## config.mk

```make
export PLATFORM = sky130hd
export DESIGN_NAME = serial_tx_rx_ring_buffers_core
export DESIGN_NICKNAME = d
export VERILOG_FILES = /design/src/design/srtrb_pkg.sv /design/src/design/srtrb_ring.sv /design/src/design/serial_tx_rx_ring_buffers_core.sv
export SDC_FILE = /design/constraint.sdc
export NUM_CORES = 2
export LEC_CHECK = 0
export BUFFER_PORTS_ARGS = -buffer_cell sky130_fd_sc_hd__buf_2
export CAP_MARGIN = 25
export CORE_UTILIZATION = 51
export CTS_CLUSTER_DIAMETER = 120
export DETAILED_ROUTE_END_ITERATION = 12
export GPL_TIMING_DRIVEN = 0
export PLACE_DENSITY = 0.73
export SYNTH_ARGS = -nofsm -noshare
export SYNTH_HDL_FRONTEND = slang
export SYNTH_SLANG_ARGS = --single-unit
```

## constraint.sdc

```tcl
create_clock -name aclk -period 4.5 [get_ports aclk]
set_input_delay 0.225 -clock aclk [delete_from_list [all_inputs] [get_ports aclk]]
set_output_delay 0.225 -clock aclk [all_outputs]
set_load 0.03 [all_outputs]
```

## src/design/srtrb_pkg.sv

```systemverilog
// Shared types and codes for the serial port transmit/receive ring buffers.
// No dependencies; used by the ring and core modules.
`default_nettype none

package srtrb_pkg;

    typedef enum logic [1:0] {
        MODE_TX_PUSH   = 2'd0,
        MODE_RX_POP    = 2'd1,
        MODE_RX_ARRIVE = 2'd2,
        MODE_TX_REQ    = 2'd3
    } mode_t;

    typedef struct packed {
        logic ok;
        logic tx_src;
    } pend_t;

    localparam int unsigned BYTE_W = 8;

endpackage

`default_nettype wire

```

## src/design/srtrb_ring.sv

```systemverilog
// One byte ring buffer: synchronous memory plus read and write pointers,
// keeping one slot empty. Depends on srtrb_pkg for the byte width.
`default_nettype none

module srtrb_ring #(
    parameter int unsigned DEPTH = 64
) (
    input  wire logic                           aclk,
    input  wire logic                           aresetn,
    input  wire logic                           push,
    input  wire logic [srtrb_pkg::BYTE_W-1:0]   wdata,
    input  wire logic                           pop,
    output logic                                full,
    output logic                                empty,
    output logic [srtrb_pkg::BYTE_W-1:0]        rdata_reg
);

    localparam int unsigned AW = (DEPTH > 1) ? $clog2(DEPTH) : 1;
    localparam logic [AW-1:0] LAST = AW'(DEPTH - 1);

    logic [srtrb_pkg::BYTE_W-1:0] mem [DEPTH];
    logic [AW-1:0] wptr_reg, wptr_next;
    logic [AW-1:0] rptr_reg, rptr_next;
    logic [AW-1:0] wptr_adv, rptr_adv;

    assign wptr_adv = (wptr_reg == LAST) ? '0 : wptr_reg + AW'(1);
    assign rptr_adv = (rptr_reg == LAST) ? '0 : rptr_reg + AW'(1);
    assign full     = (wptr_adv == rptr_reg);
    assign empty    = (wptr_reg == rptr_reg);

    always_comb begin
        wptr_next = wptr_reg;
        rptr_next = rptr_reg;
        if (push && !full) begin
            wptr_next = wptr_adv;
        end
        if (pop && !empty) begin
            rptr_next = rptr_adv;
        end
    end

    always_ff @(posedge aclk) begin
        if (!aresetn) begin
            wptr_reg <= '0;
            rptr_reg <= '0;
        end else begin
            wptr_reg <= wptr_next;
            rptr_reg <= rptr_next;
        end
    end

    always_ff @(posedge aclk) begin
        if (push && !full) begin
            mem[wptr_reg] <= wdata;
        end
        if (pop && !empty) begin
            rdata_reg <= mem[rptr_reg];
        end
    end

endmodule

`default_nettype wire

```

## src/design/serial_tx_rx_ring_buffers_core.sv

```systemverilog
// Serial port transmit and receive byte rings with transmit-interrupt enable.
// Depends on srtrb_pkg and srtrb_ring (one instance per direction).
//
// Each transfer on the s_ side is one event: transmit push, receive pop,
// received byte arrival or transmitter byte request, selected by s_tuser.
// Every event returns exactly one result on the m_ side. The pointer compare
// and memory access happen in the accept cycle, and the byte read into the
// ring's registered read data is captured into the output register once that
// register is free. The core takes no new event until the pending result has
// moved into the output register; the output register lets the next event
// enter while a result waits. Each ring holds at most DEPTH-1 bytes; pushes
// to a full ring and arrivals at a full ring return ok low and store nothing.
`default_nettype none

module serial_tx_rx_ring_buffers_core #(
    parameter int unsigned TX_DEPTH = 128,
    parameter int unsigned RX_DEPTH = 64
) (
    input  wire logic        aclk,
    input  wire logic        aresetn,
    input  wire logic        s_tvalid,
    output logic             s_tready,
    input  wire logic [7:0]  s_tdata,   // [7:0] data_in
    input  wire logic [1:0]  s_tuser,   // [1:0] mode
    output logic             m_tvalid,
    input  wire logic        m_tready,
    output logic [15:0]      m_tdata,   // [7:0] data_out, [8] tx_irq_enable, [15:9] zero
    output logic             m_tuser    // [0] ok
);

    srtrb_pkg::mode_t mode;
    logic             s_accept;
    logic             out_free;
    logic             load_out;

    logic tx_push, tx_pop, tx_full, tx_empty;
    logic rx_push, rx_pop, rx_full, rx_empty;
    logic [srtrb_pkg::BYTE_W-1:0] tx_rdata, rx_rdata;

    logic             busy_reg, busy_next;
    srtrb_pkg::pend_t pend_reg, pend_next;
    logic             irq_reg, irq_next;
    logic             pend_src_rx_reg, pend_src_rx_next;

    logic                         m_valid_reg, m_valid_next;
    logic                         m_ok_reg, m_ok_next;
    logic                         m_irq_reg, m_irq_next;
    logic [srtrb_pkg::BYTE_W-1:0] m_data_reg, m_data_next;

    assign mode     = srtrb_pkg::mode_t'(s_tuser);
    assign s_tready = !busy_reg;
    assign s_accept = s_tvalid && s_tready;
    assign out_free = !m_valid_reg || m_tready;
    assign load_out = busy_reg && out_free;

    srtrb_ring #(.DEPTH(TX_DEPTH)) u_tx_ring (
        .aclk      (aclk),
        .aresetn   (aresetn),
        .push      (tx_push),
        .wdata     (s_tdata),
        .pop       (tx_pop),
        .full      (tx_full),
        .empty     (tx_empty),
        .rdata_reg (tx_rdata)
    );

    srtrb_ring #(.DEPTH(RX_DEPTH)) u_rx_ring (
        .aclk      (aclk),
        .aresetn   (aresetn),
        .push      (rx_push),
        .wdata     (s_tdata),
        .pop       (rx_pop),
        .full      (rx_full),
        .empty     (rx_empty),
        .rdata_reg (rx_rdata)
    );

    always_comb begin
        tx_push   = 1'b0;
        tx_pop    = 1'b0;
        rx_push   = 1'b0;
        rx_pop    = 1'b0;
        irq_next  = irq_reg;
        pend_next = pend_reg;
        busy_next = busy_reg;
        if (load_out) begin
            busy_next = 1'b0;
        end
        if (s_accept) begin
            busy_next        = 1'b1;
            pend_next.tx_src = 1'b0;
            case (mode)
                srtrb_pkg::MODE_TX_PUSH: begin
                    tx_push      = 1'b1;
                    pend_next.ok = !tx_full;
                    if (!tx_full) begin
                        irq_next = 1'b1;
                    end
                end
                srtrb_pkg::MODE_RX_POP: begin
                    rx_pop       = 1'b1;
                    pend_next.ok = !rx_empty;
                end
                srtrb_pkg::MODE_RX_ARRIVE: begin
                    rx_push      = 1'b1;
                    pend_next.ok = !rx_full;
                end
                srtrb_pkg::MODE_TX_REQ: begin
                    tx_pop           = 1'b1;
                    pend_next.ok     = !tx_empty;
                    pend_next.tx_src = 1'b1;
                    if (tx_empty) begin
                        irq_next = 1'b0;
                    end
                end
                default: begin
                    pend_next.ok = 1'b0;
                end
            endcase
        end
    end

    always_comb begin
        m_valid_next = m_valid_reg;
        m_ok_next    = m_ok_reg;
        m_irq_next   = m_irq_reg;
        m_data_next  = m_data_reg;
        if (m_valid_reg && m_tready) begin
            m_valid_next = 1'b0;
        end
        if (load_out) begin
            m_valid_next = 1'b1;
            m_ok_next    = pend_reg.ok;
            m_irq_next   = irq_reg;
            m_data_next  = '0;
            if (pend_reg.ok && (mode_is_read(pend_reg))) begin
                m_data_next = pend_reg.tx_src ? tx_rdata : rx_rdata;
            end
        end
    end

    // pending read events: a receive pop or a transmit request
    function automatic logic mode_is_read(input srtrb_pkg::pend_t p);
        mode_is_read = p.tx_src || pend_src_rx_reg;
    endfunction

    assign pend_src_rx_next = s_accept ? (mode == srtrb_pkg::MODE_RX_POP) : pend_src_rx_reg;

    always_ff @(posedge aclk) begin
        if (!aresetn) begin
            busy_reg    <= 1'b0;
            irq_reg     <= 1'b0;
            m_valid_reg <= 1'b0;
        end else begin
            busy_reg    <= busy_next;
            irq_reg     <= irq_next;
            m_valid_reg <= m_valid_next;
        end
    end

    always_ff @(posedge aclk) begin
        pend_reg        <= pend_next;
        pend_src_rx_reg <= pend_src_rx_next;
        m_ok_reg        <= m_ok_next;
        m_irq_reg       <= m_irq_next;
        m_data_reg      <= m_data_next;
    end

    assign m_tvalid = m_valid_reg;
    assign m_tuser  = m_ok_reg;
    assign m_tdata  = {7'd0, m_irq_reg, m_data_reg};

`ifndef SYNTHESIS
    a_accept_busy: assert property (@(posedge aclk) disable iff (!aresetn)
        s_accept |=> busy_reg && !s_tready)
        else $error("accepted event did not occupy the core");

    a_push_sets_irq: assert property (@(posedge aclk) disable iff (!aresetn)
        s_accept && (mode == srtrb_pkg::MODE_TX_PUSH) && !tx_full |=> irq_reg)
        else $error("accepted transmit push did not set interrupt enable");

    a_result_moves: assert property (@(posedge aclk) disable iff (!aresetn)
        busy_reg && out_free |=> m_tvalid && !busy_reg)
        else $error("pending result not delivered to output register");

    a_fail_zero: assert property (@(posedge aclk) disable iff (!aresetn)
        m_tvalid && !m_tuser |-> m_tdata[7:0] == 8'd0)
        else $error("failed event returned nonzero data");
`endif

endmodule

`default_nettype wire

```

Word level (Yosys, flattened, before mapping)
Memories as Yosys holds them, arrays and structs flattened. A register that Yosys moved wholly into a read port is not among the register bits.
Cells that the tools add are included.
- add/sub/neg operators: 4
- multiply operators: 0
- divide/modulo/power cells: 0
- $lt $le $gt $ge: 0
- eq/ne operators: 13
- shifts and indexed selects: 0
- mux-type cells: 25
- bitwise gates (word level): 0
- reductions and logical operators: 21
- operators by type and width (kind ; count):
    $mux W1 ; 18
    $add A7 B1 Y7 const B ; 2
    $eq A7 B7 Y1 ; 2
    $eq A7 B7 Y1 const B ; 2
    $mux W7 ; 2
    $add A6 B1 Y6 const B ; 2
    $eq A6 B6 Y1 ; 2
    $eq A6 B6 Y1 const B ; 2
    $mux W6 ; 2
    $logic_and A1 B1 Y1 ; 8
    $mux W8 ; 1
    $logic_not A1 Y1 ; 6
    $reduce_bool A2 Y1 ; 3
    $eq A2 B2 Y1 const B ; 2
    $pmux W1 S4 ; 1
    $reduce_and A4 Y1 ; 1
    $eq A2 B1 Y1 const B ; 1
    $logic_not A2 Y1 ; 1
    $logic_or A1 B1 Y1 ; 2
    $ne A2 B1 Y1 const B ; 1
    $ne A2 B2 Y1 const B ; 1
    $pmux W1 S2 ; 1
- flip-flop bits (word level): 42
- bits in latches: 0
- bits in writable memories: 1536
- ROM bits: 0
- input bits: 14
- output and inout bits: 19
- word-level logic and storage cells: 78
- memories kept: 2
- memory list (memory ; depth ; bits a word ; read ports ; clocked after Yosys merged registers in ; wr ports ; line ; source):
    u_tx_ring.mem ; 128 ; 8 ; 1 ; 1 ; 1 ; srtrb_ring.sv:21 ; logic [srtrb_pkg::BYTE_W-1:0] mem [DEPTH];
    u_rx_ring.mem ; 64 ; 8 ; 1 ; 1 ; 1 ; srtrb_ring.sv:21 ;

Longest topological paths before layout
- depth after elaboration: 7
- depth in mapped cells: 11
- depth with buffers taken out: 7

Cells and area by module
From an unflattened synthesis, not the netlist that was laid out.
- cell total of the unflattened synthesis: 2965
- area, all modules: 63029.2 um2
- by module, submodules not included (module ; times used ; cells an instance ; area each (um2) ; sequential area each (um2)):
    srtrb_ring (u_tx_ring) ; 1 ; 1919 ; 41213.3 ; 31270.0
    srtrb_ring (u_rx_ring) ; 1 ; 967 ; 21001.4 ; 15855.2
    serial_tx_rx_ring_buffers_core ; 1 ; 79 ; 814.5 ; 450.4

Worst setup path before layout
OpenSTA, ideal clock, no wires.
- path type: reg2reg
- start point: register u_tx_ring.wptr_reg[0]
- end point: memory u_tx_ring.mem[107][0] in the netlist's numbering, enable pin
- library setup time: 0.395 ns
- data arrival time: 2.812 ns
- data required time: 4.105 ns
- slack: 1.294 ns
- stages on the path, launching flop included: 10
- buffers on the path: 2
- clock period less this slack: 3.206 ns
- cells stage by stage: dfxtp_1 ha_1 and3_1 nand3_1 mux2i_1 mux2_2 clkbuf_1 o21ai_1 clkbuf_1 nor4_1
- longest elaborated chain between the ends: 7
- elaborated cells between the ends (all ways): 8
- those cells by class: add/sub: 1; eq/ne: 2; mux: 3; reduce/logical: 2
- ends and longest elaborated chain (element ; line ; source):
    start, declared ; srtrb_ring.sv:22 ; logic [AW-1:0] wptr_reg, wptr_next;
    start signal, assigned ; srtrb_ring.sv:47 ; wptr_reg <= wptr_next;
    $add A7 B1 Y7 / $eq A7 B7 Y1 (equally long branches) ; srtrb_ring.sv:26 ; assign wptr_adv = (wptr_reg == LAST) ? '0 : wptr_reg + AW'(1);
    $mux W7 ; srtrb_ring.sv:26 ;
    $eq A7 B7 Y1 ; srtrb_ring.sv:28 ; assign full = (wptr_adv == rptr_reg);
    $logic_not A1 Y1 ; srtrb_ring.sv:53 ; if (push && !full) begin
    $logic_and A1 B1 Y1 ; srtrb_ring.sv:53 ;
    $mux W1 ; srtrb_ring.sv:53 ;
    $mux W1 (implied by the code) ; srtrb_ring.sv:54 ; mem[wptr_reg] <= wdata;
    end, declared ; srtrb_ring.sv:21 ;
Several ways; a longest one is shown, not always the timed one.

Worst setup path in the final report
- start point: register u_tx_ring.rptr_reg[3]
- end point: register u_tx_ring.rdata_reg[0] in the netlist's numbering (read register of u_tx_ring.mem) (data pin)
- longest elaborated chain between the ends: 3
- ends and longest elaborated chain (element ; line ; source):
    start, declared ; srtrb_ring.sv:23 ; logic [AW-1:0] rptr_reg, rptr_next;
    start signal, assigned ; srtrb_ring.sv:48 ; rptr_reg <= rptr_next;
    $eq A7 B7 Y1 ; srtrb_ring.sv:29 ; assign empty = (wptr_reg == rptr_reg);
    $logic_not A1 Y1 ; srtrb_ring.sv:56 ; if (pop && !empty) begin
    $logic_and A1 B1 Y1 ; srtrb_ring.sv:56 ;
    end, declared ; srtrb_ring.sv:15 ; output logic [srtrb_pkg::BYTE_W-1:0] rdata_reg
Several ways; a longest one is shown, not always the timed one.
A chain may end at the register's enable or synchronous reset.

==> out/metrics.csv <==
metric,value,unit
first-pass GRT wire length,247400,um
vias,33670,
"Avg Cell Area, Syn",20.86,um2
die span in x,353.4,um
Rel. slew slack,17.68,%
Lkg Pwr,0.02139,uW
H-tree depth,4,
outcome,"complete, but fails checks",
TritonCTS clock tree,built,
Initial Util,51.53,%
GRT Total Usage,28.55,%
critical path capture point type,register,
pwr dens,417.3,nW/um2
post-CTS setup buffer count,0,
met2 Usage GRT,41.64,%
Startpoint Class,register,
Die ar.,124900,um2
num rows,128,
Worst-Margin Slew,1235,ps
die height,353.4,um
Num CTS Buffers,153,
Synth top area share,74.63,%
"Critical Path, Cell by Cell",buf_2 > buf_1 > buf_8 > clkbuf_1 > buf_6 > clkbuf_1 > o21ai_0 > o211ai_1 > nand4_1,
Max IR drop VDD,0.0004435,V
hold violation count in the final report,0,
Setup CP Type,reg -> reg,
top-count cell post-synth,edfxtp_1,
Worst EP required,4980,ps
failing checks,setup timing,
fin nets,3297,
hold_ws,233.7,ps
Sum Neg Setup Slack,-106.1,ps
Max stage delay on crit path,810,ps
IO Pins,33,
GR peak layer,met2,
biggest regs,"u_tx_ring.mem: 1024 flops, u_rx_ring.mem: 512 flops",
global route overflow,0,
DRC Markers,0,
Post-DRT Antenna Nets,0,
Post-Synthesis Cell Area,62970,um2
final wirelength,177100,um
initial antenna violation count,8,
met3 Use GR,10.33,%
number of flip-flops in the largest register,1024,
"critical path fanouts, max",10,
maximum clock frequency,0.2171,GHz
IO buf count,25,
core box area,122200,um2
"EDFF count, synth",1565,
min cycle time layout,4606,ps
DP Worst Slack,9.314,ps
clk sink count,1594,
Netlist cell types,72,
Clock Skews,43.85,ps
r2r setup slk,-110,ps
layout cells sized above 1,25.87,%
Final Core Density,58.14,%
Synth area leader,edfxtp_1,
"Slowest-stage cell, CP",clkbuf_1,
final max-slew violation count,0,
register area share after synthesis,75.56,%
starting DRC count in detailed routing,5295,
synthesis-stage register bit count,1594,
area grow syn2layout,12.84,%
Detailed Routing Iterations Pass 1,7,
worst min-delay path class,in -> reg,
largest register by flop count,u_tx_ring.mem,
clk buf depth,3,
"Primary FF master, synth",edfxtp_1,
setup ws final,-106.1,ps
final worst path period share,102.4,%
Max-Cap Viols,0,
vias in the first global route,32550,
vias per std cell,6.693,
Critical Path AT,5080,ps
post-synthesis cell count,3019,
crit-path most repeated cell,clkbuf_1,
Ys Warns,0,
Area contributors post-synth,"edfxtp_1 (75%), mux4_2 (15%), mux2i_1 (1.4%), nor2_1 (1.2%), dfxtp_1 (0.92%)",
final setup violation count,1,
Worst-path clk slew,60,ps
largest net degree at the start of global routing,133,
detailed-placement wirelength estimate,112700,um
wire length per cell,35.21,um
final RePlAce weighted congestion,0.9884,
grt met1 use,39.22,%
RSZ-0062 raised after global routing,no,
Async SR Flop Fraction,0,%
Root Buffer,clkbuf_16,
commonest cells in the synthesized netlist,"edfxtp_1 (1565), mux4_2 (423), nor2_1 (209), nand2_1 (91), mux2i_1 (89)",
Clock Latency Late Sink,830,ps
fillcell total,8647,
==> worst paths after layout <==
| check | from | to | depth (start not counted) |
|---|---|---|---|
| max reg2reg | u_tx_ring.rptr_reg[3] | u_tx_ring.rdata_reg[0] | 9 |
| min | s_tvalid | busy_reg | 4 |
| min reg2reg | busy_reg | m_tvalid | 2 |
| max | u_tx_ring.rptr_reg[3] | u_tx_ring.rdata_reg[0] | 9 |
==> placed cells by master, fill, tap and decap left out, types with 6 or more instances in the layout <==
master and instances:
a2111oi_0 7, a211oi_1 17, a21oi_1 42, a22oi_1 9
and2_1 25, buf_1 21, buf_16 9, buf_2 102
buf_4 57, buf_6 26, bufinv_16 12, clkbuf_1 85
clkbuf_16 156, clkinv_1 36, clkinv_2 21, conb_1 7
dfxtp_1 29, dlygate4sd3_1 14, edfxtp_1 1565, inv_1 14
mux2_2 14, mux2i_1 89, mux4_2 423, nand2_1 91
nand2b_1 16, nand3_1 25, nand4_1 11, nor2_1 209
nor2b_1 14, nor3_1 25, nor4_1 6, nor4_2 16
o211ai_1 9, o21ai_0 38, o221ai_1 7, o22ai_1 9
or3_1 10, xnor2_1 18, xor2_1 10
==> logic make-up (layout without fill, tap and decap cells) <==
family,count (synthesis),in the layout,share of synthesized area [%]
buffers and inverters,205,582,1.671
flip-flops,1594,1594,75.56
XOR/XNOR,28,28,0.3895
multiplexers,526,526,16.79
adder cells (fa/ha/maj),4,4,0.07949
other,1,11,0.005956
AND/OR/NAND/NOR,470,470,3.398
AO/OA/AOI/OAI,191,191,2.104
==> area by class of cell <==
class | count | area [um2] | area share, %
Buffer | 188 | 988.4 | 1.391
Clock buffer | 191 | 4065 | 5.721
Clock inverter | 87 | 854.6 | 1.203
Antenna cell | 4 | 10.01 | 0.01409
Sequential cell | 1594 | 47580 | 66.96
Inverter | 17 | 63.81 | 0.08981
Timing Repair Buffer | 99 | 973.4 | 1.370
Multi-Input combinational cell | 1226 | 14490 | 20.39
Tap cell | 1625 | 2033 | 2.862
==> stage by stage <==
stage,power (uW),cell area (um2),std cells
floorplan,16810,62990,3025
global placement,17150,65150,4675
detailed placement,17160,65920,4729
CTS,29660,70980,5021
global route,30230,71040,5027
finish,29650,71050,5031
==> critical path, delay by kind of cell, from the launching register on <==
family | cells | cell delay (ps)
AOI/OAI and AO/OA | 2 | 920
buffers and inverters | 6 | 2660
and+or+nand+nor | 1 | 240
DFF | 1 | 430
==> where the power goes <==
part	switching [uW]	internal, uW
registers	11.5	16300
clock network	5640	7150
logic	411	134
==> per-layer routing <==
layer	up-vias	part of all wire (%)	routed length, um
met5	-	0.030	54
met4	10	4.6	8234
met3	517	14	25470
met2	2710	44	78750
met1	17390	36	64630
li1	13040	-	-
==> timing repair <==
| action | 4_1_cts | 5_1_grt |
|---|---|---|
| hold buffers | 14 | 0 |
| endpoints found under the setup margin | 0 | 1 |
| resized for setup | 0 | 1 |
| endpoints found under the hold margin | 457 | 0 |
Power figures use the tool's default switching activity.
